[config.mk]
export PLATFORM = sky130hd
export DESIGN_NAME = utf8_byte_decoder_flat
export DESIGN_NICKNAME = d
export VERILOG_FILES = /design/src/rtl/ubd_pkg.sv /design/src/rtl/ubd_if.sv /design/src/rtl/utf8_byte_decoder.sv /design/src/rtl/ubd_in_stage.sv /design/src/rtl/ubd_decode.sv /design/src/flat_wrapper.sv
export SDC_FILE = /design/constraint.sdc
export NUM_CORES = 1
export LEC_CHECK = 0
export BUFFER_PORTS_ARGS = -buffer_cell sky130_fd_sc_hd__buf_2
export CAP_MARGIN = 20
export CORE_ASPECT_RATIO = 0.75
export CORE_MARGIN = 2
export CORE_UTILIZATION = 40
export DETAILED_ROUTE_END_ITERATION = 12
export SYNTH_ARGS = -nofsm -noshare
export SYNTH_HDL_FRONTEND = slang
export SYNTH_SLANG_ARGS = --single-unit
export TNS_END_PERCENT = 10
[constraint.sdc]
create_clock -name clk -period 2.7 [get_ports clk]
set_clock_uncertainty 0.2 [all_clocks]
set_input_delay 0.675 -clock clk [delete_from_list [all_inputs] [get_ports clk]]
set_output_delay 0.675 -clock clk [all_outputs]
set_load 0.1 [all_outputs]
[src/rtl/ubd_pkg.sv]
// Package for the UTF-8 byte decoder: field widths, byte masks, item types
// and the lead-byte classifier. Depends on nothing.
`default_nettype none

package ubd_pkg;

    localparam int unsigned ByteW = 8;
    localparam int unsigned CpW   = 27;
    localparam int unsigned RemW  = 3;

    // Lead-byte patterns and payload masks
    localparam logic [ByteW-1:0] MaskTop1  = 8'h80;
    localparam logic [ByteW-1:0] MaskTop3  = 8'hE0;
    localparam logic [ByteW-1:0] Lead2Pat  = 8'hC0;
    localparam logic [ByteW-1:0] MaskTop4  = 8'hF0;
    localparam logic [ByteW-1:0] Lead3Pat  = 8'hE0;
    localparam logic [ByteW-1:0] MaskTop5  = 8'hF8;
    localparam logic [ByteW-1:0] Lead4Pat  = 8'hF0;
    localparam logic [ByteW-1:0] ContMask  = 8'h3F;
    localparam logic [ByteW-1:0] Pay2Mask  = 8'h1F;
    localparam logic [ByteW-1:0] Pay3Mask  = 8'h0F;
    localparam logic [ByteW-1:0] Pay45Mask = 8'h07;

    // Continuation bytes still expected after each kind of lead byte
    localparam logic [RemW-1:0] RemAfter2 = 3'd1;
    localparam logic [RemW-1:0] RemAfter3 = 3'd2;
    localparam logic [RemW-1:0] RemAfter4 = 3'd3;
    localparam logic [RemW-1:0] RemAfter5 = 3'd4;
    localparam logic [RemW-1:0] RemNone   = 3'd0;

    // One input byte with its end-of-string mark
    typedef struct packed {
        logic [ByteW-1:0] data_byte;
        logic             string_end;
    } ubd_item_t;

    // Input register contents handed to the decode stage
    typedef struct packed {
        logic      valid;
        ubd_item_t item;
    } ubd_stage_t;

    // One decoded result
    typedef struct packed {
        logic [CpW-1:0] code_point;
        logic           truncated;
        logic           last_of_string;
    } ubd_result_t;

    // Lead-byte class: payload bits and continuation count
    typedef struct packed {
        logic [ByteW-1:0] payload;
        logic [RemW-1:0]  remaining;
    } ubd_lead_t;

    // Classify a byte that starts a multi-byte form (top bit set)
    function automatic ubd_lead_t classify_lead(input logic [ByteW-1:0] b);
        ubd_lead_t lead;
        priority if ((b & MaskTop3) == Lead2Pat)
        begin
            lead.payload   = b & Pay2Mask;
            lead.remaining = RemAfter2;
        end
        else if ((b & MaskTop4) == Lead3Pat)
        begin
            lead.payload   = b & Pay3Mask;
            lead.remaining = RemAfter3;
        end
        else if ((b & MaskTop5) == Lead4Pat)
        begin
            lead.payload   = b & Pay45Mask;
            lead.remaining = RemAfter4;
        end
        else
        begin
            lead.payload   = b & Pay45Mask;
            lead.remaining = RemAfter5;
        end
        return lead;
    endfunction

endpackage

`default_nettype wire

[src/rtl/ubd_if.sv]
// Valid/ready channel interfaces for the UTF-8 byte decoder: byte input
// and code-point output. Depends on ubd_pkg for field widths.
`default_nettype none

interface ubd_byte_if;
    import ubd_pkg::*;
    logic             valid;
    logic             ready;
    logic [ByteW-1:0] data_byte;
    logic             string_end;

    modport source (output valid, output data_byte, output string_end, input ready);
    modport sink   (input valid, input data_byte, input string_end, output ready);
endinterface

interface ubd_cp_if;
    import ubd_pkg::*;
    logic           valid;
    logic           ready;
    logic [CpW-1:0] code_point;
    logic           truncated;
    logic           last_of_string;

    modport source (output valid, output code_point, output truncated,
                    output last_of_string, input ready);
    modport sink   (input valid, input code_point, input truncated,
                    input last_of_string, output ready);
endinterface

`default_nettype wire

[src/rtl/utf8_byte_decoder.sv]
// Top level of the UTF-8 byte decoder: input register followed by the
// decode stage. Depends on ubd_pkg, ubd_if, ubd_in_stage, ubd_decode.
//
//   channel   direction  payload                                  handshake
//   byte_in   in         data_byte[7:0], string_end               valid/ready
//   cp_out    out        code_point[26:0], truncated, last_of_string valid/ready
//
// One byte per cycle is accepted unless byte_in stalls; a byte is held in the
// input register and its result, if any, in the result register, where cp_out takes it.
// The decode step between input register and result register is combinational.
// Lead bytes that do not complete a sequence give no result transaction,
// unless they carry the end mark (truncated result).
// Reset (rst_n low, asynchronous) clears both valids and the sequence state.
// A stalled cp_out holds the result; byte_in stalls only when both registers
// are full and cp_out is stalled.
`default_nettype none

module utf8_byte_decoder
    import ubd_pkg::*;
(
    input  wire logic clk,
    input  wire logic rst_n,
    ubd_byte_if.sink  byte_in,
    ubd_cp_if.source  cp_out
);

    ubd_stage_t stage;
    logic       advance;

    ubd_in_stage u_in_stage (
        .clk     (clk),
        .rst_n   (rst_n),
        .byte_in (byte_in),
        .advance (advance),
        .stage   (stage)
    );

    ubd_decode u_decode (
        .clk     (clk),
        .rst_n   (rst_n),
        .stage   (stage),
        .advance (advance),
        .cp_out  (cp_out)
    );

endmodule

`default_nettype wire

[src/rtl/ubd_in_stage.sv]
// Input register of the UTF-8 byte decoder: while ready, takes one byte per
// cycle and holds it until the decode stage advances. Depends on ubd_pkg, ubd_if.
`default_nettype none

module ubd_in_stage
    import ubd_pkg::*;
(
    input  wire logic   clk,
    input  wire logic   rst_n,
    ubd_byte_if.sink    byte_in,
    input  wire logic   advance,
    output ubd_stage_t  stage
);

    logic      valid_reg, valid_next;
    ubd_item_t item_reg, item_next;
    logic      take;

    // Accept while empty or while the held byte moves on
    assign byte_in.ready = !valid_reg || advance;
    assign take          = byte_in.valid && byte_in.ready;

    // Load a new byte or drain the register
    always_comb
    begin
        valid_next = valid_reg;
        item_next  = item_reg;
        if (take)
        begin
            valid_next           = 1'b1;
            item_next.data_byte  = byte_in.data_byte;
            item_next.string_end = byte_in.string_end;
        end
        else if (advance)
        begin
            valid_next = 1'b0;
        end
    end

    always_ff @(posedge clk or negedge rst_n)
    begin
        if (!rst_n)
        begin
            valid_reg <= 1'b0;
        end
        else
        begin
            valid_reg <= valid_next;
        end
    end

    // Payload needs no reset
    always_ff @(posedge clk)
    begin
        item_reg <= item_next;
    end

    assign stage.valid = valid_reg;
    assign stage.item  = item_reg;

endmodule

`default_nettype wire

[src/rtl/ubd_decode.sv]
// Decode stage of the UTF-8 byte decoder: sequence state, one step of
// lead/continuation logic and the result register. Depends on ubd_pkg, ubd_if.
`default_nettype none

module ubd_decode
    import ubd_pkg::*;
(
    input  wire logic       clk,
    input  wire logic       rst_n,
    input  wire ubd_stage_t stage,
    output logic            advance,
    ubd_cp_if.source        cp_out
);

    logic [CpW-1:0]  partial_reg, partial_next;
    logic [RemW-1:0] remaining_reg, remaining_next;
    logic            res_valid_reg, res_valid_next;
    ubd_result_t     res_reg, res_next;

    logic            emit;
    ubd_result_t     emit_res;
    logic [CpW-1:0]  step_partial;
    logic [RemW-1:0] step_remaining;
    logic [CpW-1:0]  shifted;
    logic [RemW-1:0] rem_dec;
    ubd_lead_t       lead;
    logic [ByteW-1:0] b;
    logic            fin;

    // Move the held byte when the result register is free or being drained
    assign advance = stage.valid && (!res_valid_reg || cp_out.ready);

    assign b       = stage.item.data_byte;
    assign fin     = stage.item.string_end;
    assign lead    = classify_lead(b);
    assign shifted = {partial_reg[CpW-7:0], b[5:0] & ContMask[5:0]};
    assign rem_dec = remaining_reg - 3'd1;

    // One decode step for the held byte
    always_comb
    begin
        emit           = 1'b0;
        emit_res       = '0;
        step_partial   = partial_reg;
        step_remaining = remaining_reg;
        if (remaining_reg == RemNone)
        begin
            if ((b & MaskTop1) == 8'h00)
            begin
                emit                    = 1'b1;
                emit_res.code_point     = {{(CpW-ByteW){1'b0}}, b};
                emit_res.last_of_string = fin;
            end
            else
            begin
                step_partial   = {{(CpW-ByteW){1'b0}}, lead.payload};
                step_remaining = lead.remaining;
            end
        end
        else
        begin
            step_partial   = shifted;
            step_remaining = rem_dec;
            if (rem_dec == RemNone)
            begin
                emit                    = 1'b1;
                emit_res.code_point     = shifted;
                emit_res.last_of_string = fin;
                step_partial            = '0;
            end
        end
        // End of string inside a sequence: flag it and drop the partial value
        if (!emit && fin)
        begin
            emit                    = 1'b1;
            emit_res.code_point     = '0;
            emit_res.truncated      = 1'b1;
            emit_res.last_of_string = 1'b1;
            step_partial            = '0;
            step_remaining          = RemNone;
        end
    end

    // Drain the result register when taken; update state and result register on advance
    always_comb
    begin
        partial_next   = partial_reg;
        remaining_next = remaining_reg;
        res_valid_next = res_valid_reg;
        res_next       = res_reg;
        if (res_valid_reg && cp_out.ready)
        begin
            res_valid_next = 1'b0;
        end
        if (advance)
        begin
            partial_next   = step_partial;
            remaining_next = step_remaining;
            if (emit)
            begin
                res_valid_next = 1'b1;
                res_next       = emit_res;
            end
        end
    end

    always_ff @(posedge clk or negedge rst_n)
    begin
        if (!rst_n)
        begin
            partial_reg   <= '0;
            remaining_reg <= RemNone;
            res_valid_reg <= 1'b0;
        end
        else
        begin
            partial_reg   <= partial_next;
            remaining_reg <= remaining_next;
            res_valid_reg <= res_valid_next;
        end
    end

    // Result payload needs no reset
    always_ff @(posedge clk)
    begin
        res_reg <= res_next;
    end

    assign cp_out.valid          = res_valid_reg;
    assign cp_out.code_point     = res_reg.code_point;
    assign cp_out.truncated      = res_reg.truncated;
    assign cp_out.last_of_string = res_reg.last_of_string;

endmodule

`default_nettype wire

[src/flat_wrapper.sv]
// flat-port wrapper written by rule: the top's interface ports become plain ports
module utf8_byte_decoder_flat import ubd_pkg::*;
  (clk, rst_n, byte_in_valid, byte_in_data_byte, byte_in_string_end, byte_in_ready, cp_out_valid, cp_out_code_point, cp_out_truncated, cp_out_last_of_string, cp_out_ready);
  ubd_byte_if byte_in_i ();
  ubd_cp_if cp_out_i ();
  input  wire logic clk;
  input  wire logic rst_n;
  input wire logic [$bits(byte_in_i.valid)-1:0] byte_in_valid;
  input wire logic [$bits(byte_in_i.data_byte)-1:0] byte_in_data_byte;
  input wire logic [$bits(byte_in_i.string_end)-1:0] byte_in_string_end;
  output wire logic [$bits(byte_in_i.ready)-1:0] byte_in_ready;
  output wire logic [$bits(cp_out_i.valid)-1:0] cp_out_valid;
  output wire logic [$bits(cp_out_i.code_point)-1:0] cp_out_code_point;
  output wire logic [$bits(cp_out_i.truncated)-1:0] cp_out_truncated;
  output wire logic [$bits(cp_out_i.last_of_string)-1:0] cp_out_last_of_string;
  input wire logic [$bits(cp_out_i.ready)-1:0] cp_out_ready;
  assign byte_in_i.valid = byte_in_valid;
  assign byte_in_i.data_byte = byte_in_data_byte;
  assign byte_in_i.string_end = byte_in_string_end;
  assign byte_in_ready = byte_in_i.ready;
  assign cp_out_valid = cp_out_i.valid;
  assign cp_out_code_point = cp_out_i.code_point;
  assign cp_out_truncated = cp_out_i.truncated;
  assign cp_out_last_of_string = cp_out_i.last_of_string;
  assign cp_out_i.ready = cp_out_ready;
  utf8_byte_decoder u_core (.clk(clk), .rst_n(rst_n), .byte_in(byte_in_i), .cp_out(cp_out_i));
endmodule
==> impl_metrics.tcl <==
set metrics [dict create \
    clock.fmax_ghz 0.455 \
    cts_tree "done" \
    grt-ovfl-total 0 \
    ff2ff_setup_slack_ns 0.54 \
    clock_path_buffers 2 \
    p_leak_nw 1.27 \
    fp.dieH_um 74.5 \
    grt_use_met1_pct 21.0 \
    p_total_mw 3.43 \
    postRouteAntennaNets 0 \
    slew_violations 0 \
    tns_ns 0 \
    ctsResizeCount 0 \
    maxCapViolCount 0 \
    crit_required_ns 1.82 \
    holdCritPathClass "input port to asynchronous set/reset pin" \
    htree_levels 3 \
    period_needed_ns 2.20 \
    synth_nets 232 \
    cts_setup_buffers 0 \
    finalSetupViolations 0 \
    layoutNonFillerInstCount 351 \
    ir_drop_uv 451 \
    syn_inst 216 \
    route.vias.total 1699 \
    met3_usage_pct 7.33 \
    busiest_layer "met2" \
    synth_cell_type_count 36 \
    slew-limit-headroom_pct 53.8 \
    syn_avg_cell_area_um2 12.3 \
    min_period_over_period_pct 81.5 \
    diodes 0 \
    clk_latency_ns 0.34 \
    worst_slew_pin_slew_ns 0.685 \
    synth_area_mm2 0.00265 \
    yosys_warnings 0 \
    rsz0062_at_grt "no" \
    drt-initial-drc-count 130 \
    crit_type "input port to primary output" \
    path_max_fanout 3 \
    r2r_cells 6 \
    grt_pass1_vias 1625 \
    start_util_pct 41.8 \
    r2r-start "u_core.u_decode.remaining_reg[0]$_DFFE_PN0P_" \
    track_usage_pct 15.4 \
    ioPinCount 44 \
    wl_per_cell_um 14.1 \
    place_ws_ns 0.503 \
    r2r_end "u_core.u_decode.cp_out.code_point[13]$_SDFFCE_PP0P_" \
    final_area_mm2 0.00312 \
    power.density_mw_per_mm2 1100 \
    grt_pass1_wl_um 8370 \
    clkSinkCount 64 \
    ys_ff_latch 64 \
    crit_path_end_kind "primary output" \
    core_mm2 0.00635 \
    area_delta_synth_final_pct 17.6 \
    drtPass1Iterations 4 \
    dp.final_hpwl_um 3200 \
    place_area_mm2 0.00296 \
    worst_setup_hold_path_clk_slew_ns 0.07 \
    totalWireLength_um 4940 \
    startpoint_type "input port" \
    fin_ws_ns 0.500 \
    hold-worst-slack_ns 0.129 \
    fp-row-count 25 \
    cts_root_buf "clkbuf_8" \
    numCtsBuffers 9 \
    place.gp.congestion 0.786 \
    use_met2_pct 21.8 \
    hold_violations 0 \
    die-area_mm2 0.00731 \
    antenna_found_initial 0 \
    grt_max_degree 28 \
    largest_reg_flops 27 \
    critPathArrivalTime_ns 1.32 \
    finalNetCount 281 \
    port-buffer-count 43 \
    dieWidth_um 98.0 \
    holdBufCountCts 0 \
    layout-drive-gt1-share_pct 26.3 \
    fin_util_pct 49.1 \
    drc 0 \
    yosysSeqAreaShare_pct 67.5 \
    status "complete, no violations" \
    placed_cells 335 \
    viasPerCell 4.84 \
]
[synthesized netlist by cell type]
library cell / n / area, µm²
buf_6: 4 / 45.0
dfrtp_1: 26 / 651
nand2b_1: 2 / 12.5
and2b_1: 3 / 22.5
ha_1: 3 / 37.5
o22ai_1: 1 / 6.26
nand2_1: 47 / 176
o21ai_0: 13 / 65.1
and2_4: 1 / 8.76
a22oi_1: 1 / 7.51
clkbuf_1: 3 / 11.3
edfxtp_1: 38 / 1140
nor4_1: 1 / 6.26
o31ai_1: 4 / 30.0
o41ai_2: 1 / 16.3
nor3b_4: 1 / 18.8
and3_1: 2 / 12.5
o21ai_1: 11 / 55.1
nor3_1: 1 / 5.00
a311oi_1: 1 / 8.76
buf_2: 3 / 15.0
a21oi_1: 2 / 10.0
nor2_1: 6 / 22.5
nor3_2: 1 / 10.0
and2b_2: 1 / 8.76
a211o_1: 1 / 8.76
a31oi_1: 1 / 6.26
inv_1: 7 / 26.3
nor4b_4: 1 / 23.8
and2_1: 1 / 6.26
o32ai_1: 1 / 8.76
nor2b_1: 23 / 144
o21a_1: 1 / 7.51
or2_1: 1 / 6.26
or3_1: 1 / 6.26
nand3_1: 1 / 5.00
[worst max-delay path, cell delays in order]
cell and delay, ns:
buf_2 0.08, and2b_2 0.22, nand2_1 0.15, buf_12 0.19
[report_power, final]
group,total (mW),leakage (nW),internal [mW],switching [mW]
clock,0.688,0.0822,0.322,0.366
sequential,1.39,0.717,1.27,0.117
combinational,1.36,0.470,0.298,1.06
[cells by family after synthesis]
logic type | Yosys count | share of synthesized area, %
compound gates | 38 | 8.68
flops | 64 | 67.5
simple gates | 94 | 18.7
buf+inv | 17 | 3.68
fa+ha+maj | 3 | 1.42
[worst max path at each step]
stage	to	cells past startpoint	from
floorplan	u_core.u_in_stage.stage[0]$_DFFE_PP_	3	u_core.u_decode.cp_out.valid$_DFF_PN0_
global placement	byte_in_ready	4	cp_out_ready
detailed placement	byte_in_ready	4	cp_out_ready
CTS	byte_in_ready	4	cp_out_ready
global route	u_core.u_decode.partial_reg[12]$_DFFE_PN0P_	5	u_core.u_decode.remaining_reg[0]$_DFFE_PN0P_
finish	byte_in_ready	4	cp_out_ready
[area by class of cell]
class                      count  area (µm²)
clock buffer                   9         124
multi-input combinational    135         771
sequential                    64        1790
tap                           81         101
timing repair buffer          48         268
clock inverter                 7        38.8
inverter                       7        26.3
fill                         585        3230
[cell usage in the layout (no fill, tap or decap)]
master      synthesis  final
o31ai_1             4      4
a22oi_1             1      1
a31oi_1             1      1
buf_2               3     42
nor3_2              1      2
inv_1               7      7
and2b_1             3      3
nor2b_1            23     23
dfrtp_1            26     26
nor2_1              6      5
nand2b_1            2      2
and2_4              1      1
nand3_1             1      1
o32ai_1             1      1
nor3b_4             1      1
and2_1              1      1
and3_1              2      2
o21ai_1            11     11
edfxtp_1           38     38
o41ai_2             1      1
ha_1                3      3
clkinvlp_4          0      2
o21ai_0            13     13
a21oi_1             2      2
nand2_1            47     47
nor4_1              1      1
clkinv_1            0      1
o21a_1              1      1
o22ai_1             1      1
or2_1               1      1
nor2_2              0      1
or3_1               1      1
a311oi_1            1      1
clkbuf_8            0      9
buf_4               0      5
and2b_2             1      1
nor4b_4             1      1
clkinv_2            0      4
buf_12              0      1
a211o_1             1      1
[layer usage]
metal  share of wire [%]  wire length, µm
met1                  49             2430
met2                  42             2070
met3                 7.4              363
met4                 1.4               70
met5                   0                0
Power figures use the tool's default switching activity.
